===== src/rtl/staf_pkg.sv =====
// Shared types, constants and key tables for the scan code decoder with character queue.
// No dependencies; every other file of the block imports this package.
package staf_pkg;

    localparam int QUEUE_DEPTH = 128;
    localparam int ADDR_W      = $clog2(QUEUE_DEPTH);
    localparam int FILL_W      = $clog2(QUEUE_DEPTH + 1);
    localparam int CHAR_W      = 8;
    localparam int KEY_W       = 7;
    localparam int COUNT_W     = 8;
    localparam int KEY_TABLE_LEN = 89;

    localparam logic [KEY_W-1:0] KEY_LSHIFT = 7'd42;
    localparam logic [KEY_W-1:0] KEY_RSHIFT = 7'd54;
    localparam logic [KEY_W-1:0] KEY_ALT    = 7'd56;
    localparam logic [KEY_W-1:0] KEY_CTRL   = 7'd29;

    localparam logic FUNC_SCAN = 1'b0;
    localparam logic FUNC_POP  = 1'b1;

    typedef struct packed {
        logic              func;
        logic [CHAR_W-1:0] scan_byte;
    } in_word_t;

    typedef struct packed {
        logic [CHAR_W-1:0]  read_char;
        logic               read_valid;
        logic               dropped;
        logic [COUNT_W-1:0] queued_count;
        logic               shift_held;
        logic               alt_held;
        logic               ctrl_held;
    } out_word_t;

    // Commands from the controller to the datapath.
    typedef struct packed {
        logic capture;
        logic exec;
        logic load;
    } staf_cmd_t;

    localparam logic [CHAR_W-1:0] LOWER_KEYS [0:KEY_TABLE_LEN-1] = '{
        8'd0,   8'd27,
        8'd49,  8'd50,  8'd51,  8'd52,  8'd53,  8'd54,  8'd55,  8'd56,  8'd57,  8'd48,
        8'd39,  8'd126, 8'd8,
        8'd9,   8'd113, 8'd119, 8'd101, 8'd114, 8'd116, 8'd121, 8'd117, 8'd105, 8'd111,
        8'd112, 8'd0,   8'd43,  8'd13,  8'd0,
        8'd97,  8'd115, 8'd100, 8'd102, 8'd103, 8'd104, 8'd106, 8'd107, 8'd108, 8'd92,
        8'd0,   8'd0,   8'd0,   8'd0,
        8'd122, 8'd120, 8'd99,  8'd118, 8'd98,  8'd110, 8'd109, 8'd44,  8'd46,  8'd45,
        8'd0,   8'd0,   8'd0,   8'd32,
        8'd0,   8'd0,   8'd0,   8'd0,   8'd0,   8'd0,   8'd0,   8'd0,   8'd0,   8'd0,
        8'd0,   8'd0,   8'd0,
        8'd55,  8'd56,  8'd57,  8'd45,
        8'd52,  8'd53,  8'd54,  8'd43,
        8'd49,  8'd50,  8'd51,  8'd48,
        8'd46,  8'd0,   8'd0,   8'd0,
        8'd0,   8'd0
    };

    localparam logic [CHAR_W-1:0] UPPER_KEYS [0:KEY_TABLE_LEN-1] = '{
        8'd0,   8'd27,
        8'd33,  8'd34,  8'd35,  8'd36,  8'd37,  8'd38,  8'd47,  8'd40,  8'd41,  8'd61,
        8'd63,  8'd92,  8'd8,
        8'd9,   8'd81,  8'd87,  8'd69,  8'd82,  8'd84,  8'd89,  8'd85,  8'd73,  8'd79,
        8'd80,  8'd0,   8'd42,  8'd13,  8'd0,
        8'd65,  8'd83,  8'd68,  8'd70,  8'd71,  8'd72,  8'd74,  8'd75,  8'd76,  8'd64,
        8'd0,   8'd0,   8'd0,   8'd0,
        8'd90,  8'd88,  8'd67,  8'd86,  8'd66,  8'd78,  8'd77,  8'd59,  8'd58,  8'd95,
        8'd0,   8'd0,   8'd0,   8'd32,
        8'd0,   8'd0,   8'd0,   8'd0,   8'd0,   8'd0,   8'd0,   8'd0,   8'd0,   8'd0,
        8'd0,   8'd0,   8'd0,
        8'd55,  8'd56,  8'd57,  8'd45,
        8'd52,  8'd53,  8'd54,  8'd43,
        8'd49,  8'd50,  8'd51,  8'd48,
        8'd46,  8'd0,   8'd0,   8'd0,
        8'd0,   8'd0
    };

    // Returns the ASCII character for a key, or 0 when the key has none.
    function automatic logic [CHAR_W-1:0] key_to_char(input logic [KEY_W-1:0] key,
                                                      input logic shift);
        logic [CHAR_W-1:0] ch;
        ch = '0;
        if (int'(key) < KEY_TABLE_LEN)
        begin
            ch = shift ? UPPER_KEYS[key] : LOWER_KEYS[key];
        end
        if (ch[CHAR_W-1])
        begin
            ch = '0;
        end
        return ch;
    endfunction

endpackage


===== src/rtl/staf_ctrl.sv =====
// Controller for the scan code decoder: sequences capture, execute and output load.
// Depends on staf_pkg for the command struct.
module staf_ctrl
    import staf_pkg::*;
(
    input  logic      clk,
    input  logic      rst_n,
    input  logic      in_valid,
    output logic      in_ready,
    output logic      out_valid,
    input  logic      out_ready,
    output staf_cmd_t cmd
);

    typedef enum logic [1:0] {
        ST_IDLE,
        ST_EXEC,
        ST_LOAD
    } state_t;

    state_t state_reg;
    logic   out_valid_reg;
    logic   out_free;

    // The output register can take a new word when it is empty or being drained.
    assign out_free  = !out_valid_reg || out_ready;
    assign in_ready  = (state_reg == ST_IDLE);
    assign out_valid = out_valid_reg;

    always_comb
    begin
        cmd.capture = (state_reg == ST_IDLE) && in_valid;
        cmd.exec    = (state_reg == ST_EXEC);
        cmd.load    = (state_reg == ST_LOAD) && out_free;
    end

    always_ff @(posedge clk or negedge rst_n)
    begin
        if (!rst_n)
        begin
            state_reg     <= ST_IDLE;
            out_valid_reg <= 1'b0;
        end
        else
        begin
            case (state_reg)
                ST_IDLE:
                begin
                    if (in_valid)
                    begin
                        state_reg <= ST_EXEC;
                    end
                end
                ST_EXEC:
                begin
                    state_reg <= ST_LOAD;
                end
                ST_LOAD:
                begin
                    if (out_free)
                    begin
                        state_reg <= ST_IDLE;
                    end
                end
                default:
                begin
                    state_reg <= ST_IDLE;
                end
            endcase

            if (cmd.load)
            begin
                out_valid_reg <= 1'b1;
            end
            else if (out_ready)
            begin
                out_valid_reg <= 1'b0;
            end
        end
    end

endmodule


===== src/rtl/staf_datapath.sv =====
// Datapath for the scan code decoder: key tables, modifier flags, character queue
// and output register. Depends on staf_pkg.
module staf_datapath
    import staf_pkg::*;
(
    input  logic      clk,
    input  logic      rst_n,
    input  staf_cmd_t cmd,
    input  in_word_t  in_word,
    output out_word_t out_word
);

    logic [CHAR_W-1:0] char_mem [0:QUEUE_DEPTH-1];
    logic [CHAR_W-1:0] rd_data_reg;

    in_word_t          in_reg;
    out_word_t         out_reg;
    logic [ADDR_W-1:0] head_reg;
    logic [ADDR_W-1:0] tail_reg;
    logic [FILL_W-1:0] fill_reg;
    logic              shift_reg;
    logic              alt_reg;
    logic              ctrl_reg;
    logic              popped_reg;
    logic              dropped_reg;

    logic [KEY_W-1:0]  key;
    logic [CHAR_W-1:0] ch;
    logic [CHAR_W-1:0] push_val;
    logic              is_scan;
    logic              is_press;
    logic              is_release;
    logic              is_shift_key;
    logic              full;
    logic              empty;
    logic              do_push;
    logic              do_pop;
    logic              lost;

    assign key          = in_reg.scan_byte[KEY_W-1:0];
    assign ch           = key_to_char(key, shift_reg);
    assign is_scan      = (in_reg.func == FUNC_SCAN) && (in_reg.scan_byte != '0);
    assign is_press     = is_scan && !in_reg.scan_byte[CHAR_W-1];
    assign is_release   = is_scan && in_reg.scan_byte[CHAR_W-1];
    assign is_shift_key = (key == KEY_LSHIFT) || (key == KEY_RSHIFT);
    assign full         = (fill_reg == FILL_W'(QUEUE_DEPTH));
    assign empty        = (fill_reg == '0);
    // A key without a character is queued as its own 7-bit code.
    assign push_val     = (ch != '0) ? ch : {1'b0, key};
    assign do_push      = cmd.exec && is_press && !full;
    assign lost         = is_press && full;
    assign do_pop       = cmd.exec && (in_reg.func == FUNC_POP) && !empty;

    always_ff @(posedge clk)
    begin
        if (do_push)
        begin
            char_mem[tail_reg] <= push_val;
        end
        if (do_pop)
        begin
            rd_data_reg <= char_mem[head_reg];
        end
    end

    always_ff @(posedge clk)
    begin
        if (cmd.capture)
        begin
            in_reg <= in_word;
        end
        if (cmd.load)
        begin
            out_reg.read_char    <= popped_reg ? rd_data_reg : '0;
            out_reg.read_valid   <= popped_reg;
            out_reg.dropped      <= dropped_reg;
            out_reg.queued_count <= COUNT_W'(fill_reg);
            out_reg.shift_held   <= shift_reg;
            out_reg.alt_held     <= alt_reg;
            out_reg.ctrl_held    <= ctrl_reg;
        end
    end

    always_ff @(posedge clk or negedge rst_n)
    begin
        if (!rst_n)
        begin
            head_reg    <= '0;
            tail_reg    <= '0;
            fill_reg    <= '0;
            shift_reg   <= 1'b0;
            alt_reg     <= 1'b0;
            ctrl_reg    <= 1'b0;
            popped_reg  <= 1'b0;
            dropped_reg <= 1'b0;
        end
        else if (cmd.exec)
        begin
            popped_reg  <= do_pop;
            dropped_reg <= lost;
            if (do_push)
            begin
                tail_reg <= (tail_reg == ADDR_W'(QUEUE_DEPTH - 1)) ? '0 : tail_reg + 1'b1;
                fill_reg <= fill_reg + 1'b1;
            end
            else if (do_pop)
            begin
                head_reg <= (head_reg == ADDR_W'(QUEUE_DEPTH - 1)) ? '0 : head_reg + 1'b1;
                fill_reg <= fill_reg - 1'b1;
            end
            // Modifiers are set only by presses that have no character entry.
            if (is_press && (ch == '0))
            begin
                if (is_shift_key)
                begin
                    shift_reg <= 1'b1;
                end
                else if (key == KEY_ALT)
                begin
                    alt_reg <= 1'b1;
                end
                else if (key == KEY_CTRL)
                begin
                    ctrl_reg <= 1'b1;
                end
            end
            else if (is_release)
            begin
                if (is_shift_key)
                begin
                    shift_reg <= 1'b0;
                end
                else if (key == KEY_ALT)
                begin
                    alt_reg <= 1'b0;
                end
                else if (key == KEY_CTRL)
                begin
                    ctrl_reg <= 1'b0;
                end
            end
        end
    end

    assign out_word = out_reg;

endmodule


===== src/rtl/scancode_to_ascii_fifo.sv =====
// Top level of the scan code set 1 decoder with character queue.
// Instantiates staf_ctrl and staf_datapath; depends on staf_pkg.
//
// Each input word either delivers one set 1 scan code byte (func = 0) or pops one
// queued entry (func = 1), and produces exactly one output word. A word passes through
// capture, execute (table lookup plus at most one queue write or one queue read, the
// read data being registered) and load into the output register; the block takes no
// new word until the load is done, and the load waits while an earlier output word
// has not been taken. The queue memory has no reset and needs no clearing pass.
module scancode_to_ascii_fifo
    import staf_pkg::*;
(
    input  logic      clk,
    input  logic      rst_n,
    input  logic      in_valid,
    output logic      in_ready,
    input  in_word_t  in_word,
    output logic      out_valid,
    input  logic      out_ready,
    output out_word_t out_word
);

    staf_cmd_t cmd;

    staf_ctrl u_ctrl (
        .clk       (clk),
        .rst_n     (rst_n),
        .in_valid  (in_valid),
        .in_ready  (in_ready),
        .out_valid (out_valid),
        .out_ready (out_ready),
        .cmd       (cmd)
    );

    staf_datapath u_datapath (
        .clk      (clk),
        .rst_n    (rst_n),
        .cmd      (cmd),
        .in_word  (in_word),
        .out_word (out_word)
    );

endmodule

===== config.mk =====
export PLATFORM = sky130hd
export DESIGN_NAME = scancode_to_ascii_fifo
export DESIGN_NICKNAME = d
export VERILOG_FILES = /design/src/rtl/staf_pkg.sv /design/src/rtl/staf_ctrl.sv /design/src/rtl/staf_datapath.sv /design/src/rtl/scancode_to_ascii_fifo.sv
export SDC_FILE = /design/constraint.sdc
export NUM_CORES = 1
export LEC_CHECK = 0
export BUFFER_PORTS_ARGS = -buffer_cell sky130_fd_sc_hd__buf_2
export CORE_MARGIN = 5
export CORE_UTILIZATION = 57
export CTS_BUF_LIST = sky130_fd_sc_hd__clkbuf_16
export DETAILED_ROUTE_END_ITERATION = 16
export GPL_TIMING_DRIVEN = 0
export PLACE_DENSITY_LB_ADDON = 0.05
export SYNTH_ARGS = -nofsm -noshare
export SYNTH_HDL_FRONTEND = slang
export SYNTH_SLANG_ARGS = --single-unit

===== constraint.sdc =====
create_clock -name clk -period 8.98 [get_ports clk]
set_clock_uncertainty 0.1 [all_clocks]
set_input_delay 0.449 -clock clk [delete_from_list [all_inputs] [get_ports clk]]
set_output_delay 0.449 -clock clk [all_outputs]
set_load 0.02 [all_outputs]

==> impl_metrics.env <==
export IMPL_drive_gt1_frac=0.253
export IMPL_synth_cell_types=65
export IMPL_synthesis_area_um2=38700
export IMPL_post_cts_buffers=0
export IMPL_synth_area_per_cell_um2=20.8
export IMPL_rsz0062_at_grt="no"
export IMPL_routed_wl_um=95400
export IMPL_cp_start_kind="register"
export IMPL_ys_seq_elements=962
export IMPL_dieHeight_um=270
export IMPL_fp_dieArea_um2=73200
export IMPL_antenna_found_initial=2
export IMPL_fin_tns_setup_ps=0
export IMPL_core_area_um2=67300
export IMPL_drc=0
export IMPL_fmax_ghz=0.153
export IMPL_via_per_inst=6.58
export IMPL_p_leak_nw=13.7
export IMPL_synth_ff_type="edfxtp_1"
export IMPL_htreeDepth=3
export IMPL_vias=19500
export IMPL_cts_sinks=962
export IMPL_crit_path_max_fanout=10
export IMPL_first_pass_iters=7
export IMPL_powerDensity_nw_per_um2=305
export IMPL_end_kind="register"
export IMPL_antenna_cells=0
export IMPL_grt_pass1_vias=19500
export IMPL_hp_class="in -> reg"
export IMPL_largest_reg_flops=896
export IMPL_nFillCells=4549
export IMPL_die_w_um=270
export IMPL_setup_viol=0
export IMPL_clockBufferDepth=3
export IMPL_worst_skew_pair_late_latency_ps=660
export IMPL_grt_start_max_net_pins=90
export IMPL_cts_tree="yes"
export IMPL_rrSetupSlack_ps=2440
export IMPL_status="complete, but fails checks"
export IMPL_worstPathRequired_ps=9160
export IMPL_p_seq_frac=0.409
export IMPL_switching_share=0.306
export IMPL_synth_top_area_frac=0.724
export IMPL_maxSlewHeadroom=-0.0123
export IMPL_worstSetupPathType="reg -> reg"
export IMPL_netlist_top_cells_area="edfxtp_1 (72%), mux4_2 (17%), dfrtp_1 (1.9%), nor2_1 (1.6%), ha_1 (0.65%)"
export IMPL_yosysTopAreaCell="edfxtp_1"
export IMPL_drt_iter0_markers=2464
export IMPL_gp_congestion=0.905
export IMPL_intPower_mw=9.20
export IMPL_yosysSeqAreaShare=0.743
export IMPL_portBuffers=34
export IMPL_post_route_util=0.646
export IMPL_ioPinCount=36
export IMPL_grt_use_total=0.262
export IMPL_worstPathArrival_ps=6730
export IMPL_drv_slew=11
export IMPL_ys_warn_count=0
export IMPL_start_util=0.575
export IMPL_syn_to_final_growth_pct=12.3
export IMPL_post_route_min_period_ps=6540
export IMPL_fin_crit_sh=0.729
export IMPL_clkSlewWorstSetupHoldPaths_ps=60
export IMPL_vdd_drop_max_uv=232
export IMPL_num_rows=95
export IMPL_nets=2053
export IMPL_ant_nets=0
export IMPL_pwr_share_clk=0.291
export IMPL_cts_root_buf="clkbuf_16"
export IMPL_p_sw_mw=4.05
export IMPL_maxCapViolations=1
export IMPL_hold_violations=0
export IMPL_synthCells=1861
export IMPL_routedWlPerCell_um=32.1
export IMPL_syn_num_nets=1895
export IMPL_async_reset_ff_frac=0.0312
export IMPL_cts_buffers=97
export IMPL_synth_edf_count=932
export IMPL_final_cell_mix="edfxtp_1 (932), mux4_2 (294), nor2_1 (161)"
export IMPL_place_hpwl_um=63200
export IMPL_tightest_slew_ps=1520
export IMPL_violations="capacitance limit, slew limit"
export IMPL_grt_ovfl_total=0
export IMPL_layout_commonest_cell="edfxtp_1"
export IMPL_p_comb_frac=0.300
export IMPL_grt_pass1_wl_um=139000
-- final cells by class --
class                   instances  area, um^2  area share
inverters                      18        67.6     0.00156
flip-flops and latches        962       28700       0.661
plain buffers                 110         489      0.0113
clock buffers                  97        2430      0.0559
multi-input cells             771        9440       0.217
clock inverters                80         623      0.0143
well taps                     873        1090      0.0251
repair buffers                 59         568      0.0131
-- through the flow --
stage	instances	cell area, um^2	hold WS, ps	power, mW	setup slack (ps)
3_5_place_dp	2782	40300	351	9.51	2530
4_1_cts	2970	43400	58.7	13.3	2490
3_3_place_gp	2768	39900	350	9.51	-6830
2_1_floorplan	1861	38700	53.4	8.04	452
5_1_grt	2970	43400	51.3	13.7	2270
6_report	2970	43400	88.7	13.2	2440
-- kinds of logic after synthesis --
kind of cell | Yosys count | share of synthesized area
other | 1 | 0.0000970
muxes | 310 | 0.176
DFF | 962 | 0.743
adders and majority gates | 21 | 0.00699
buffers and inverters | 128 | 0.0143
AOI/OAI and AO/OA | 119 | 0.0209
xor gates and xnor gates | 14 | 0.00317
and+or+nand+nor | 306 | 0.0358
-- Yosys cell counts (4+ instances only) --
master	number
ha_1	20
buf_2	13
o211ai_1	5
o31ai_1	6
and2_1	12
a21o_1	6
a2111oi_0	4
a21oi_1	18
nor2_1	161
buf_1	24
buf_6	4
nor2b_1	14
dfrtp_1	30
nand4_1	5
mux4_2	294
xnor2_1	11
mux2i_1	7
and3_1	10
buf_4	7
edfxtp_1	932
a31oi_1	7
clkbuf_1	62
mux2_2	9
o21ai_0	32
a211oi_1	8
nor3_1	4
inv_1	17
nand2_1	55
nand2b_1	12
nand3_1	14
-- worst paths after layout --
kind / startpoint / depth (start not counted) / end
min in group asynchronous: rst_n / 2 / u_datapath.head_reg[5]$_DFFE_PN0P_
worst min-delay path: out_ready / 3 / u_ctrl.out_valid$_DFFE_PN0P_
worst min register to register: u_datapath.alt_reg$_DFFE_PN0P_ / 0 / u_datapath.out_word[1]$_DFFE_PP_
max in group asynchronous: rst_n / 2 / u_datapath.head_reg[3]$_DFFE_PN0P_
worst max register to register: u_datapath.in_reg[1]$_DFFE_PP_ / 13 / u_datapath.char_mem[22][2]$_DFFE_PP_
worst max-delay path: u_datapath.in_reg[1]$_DFFE_PP_ / 13 / u_datapath.char_mem[22][2]$_DFFE_PP_
-- critical path: stages (launching register included) --
cell and delay, ps:
edfxtp_1 490, clkbuf_1 500, inv_1 360, ha_1 410, nor2b_1 200, a41oi_1 430, nand2_1 140, or3_1 360
clkbuf_1 250, inv_1 180, buf_2 240, nand4b_1 850, clkbuf_1 820, nor2_1 800
-- power groups by stage --
stage	Clock, mW	Sequential (mW)	Combinational (mW)
floorplan	0	5.58	2.45
global placement	0	5.66	3.85
detailed placement	0	5.51	4.00
CTS	3.90	5.42	4.01
global route	4.12	5.43	4.18
finish	3.85	5.42	3.98
-- metal layers --
metal,GRT usage,up-vias,part of all wire
met5,0,-,0
met4,0.0731,0,0.030
met3,0.0491,153,0.081
met2,0.405,895,0.48
met1,0.395,10500,0.41
li1,-,8026,-
-- repair_timing --
item | CTS | global route
hold endpoints to repair | 40 | 0
hold buffers | 11 | 0
resized for setup | 0 | 0
No activity file was read; power rests on OpenSTA's default activity.
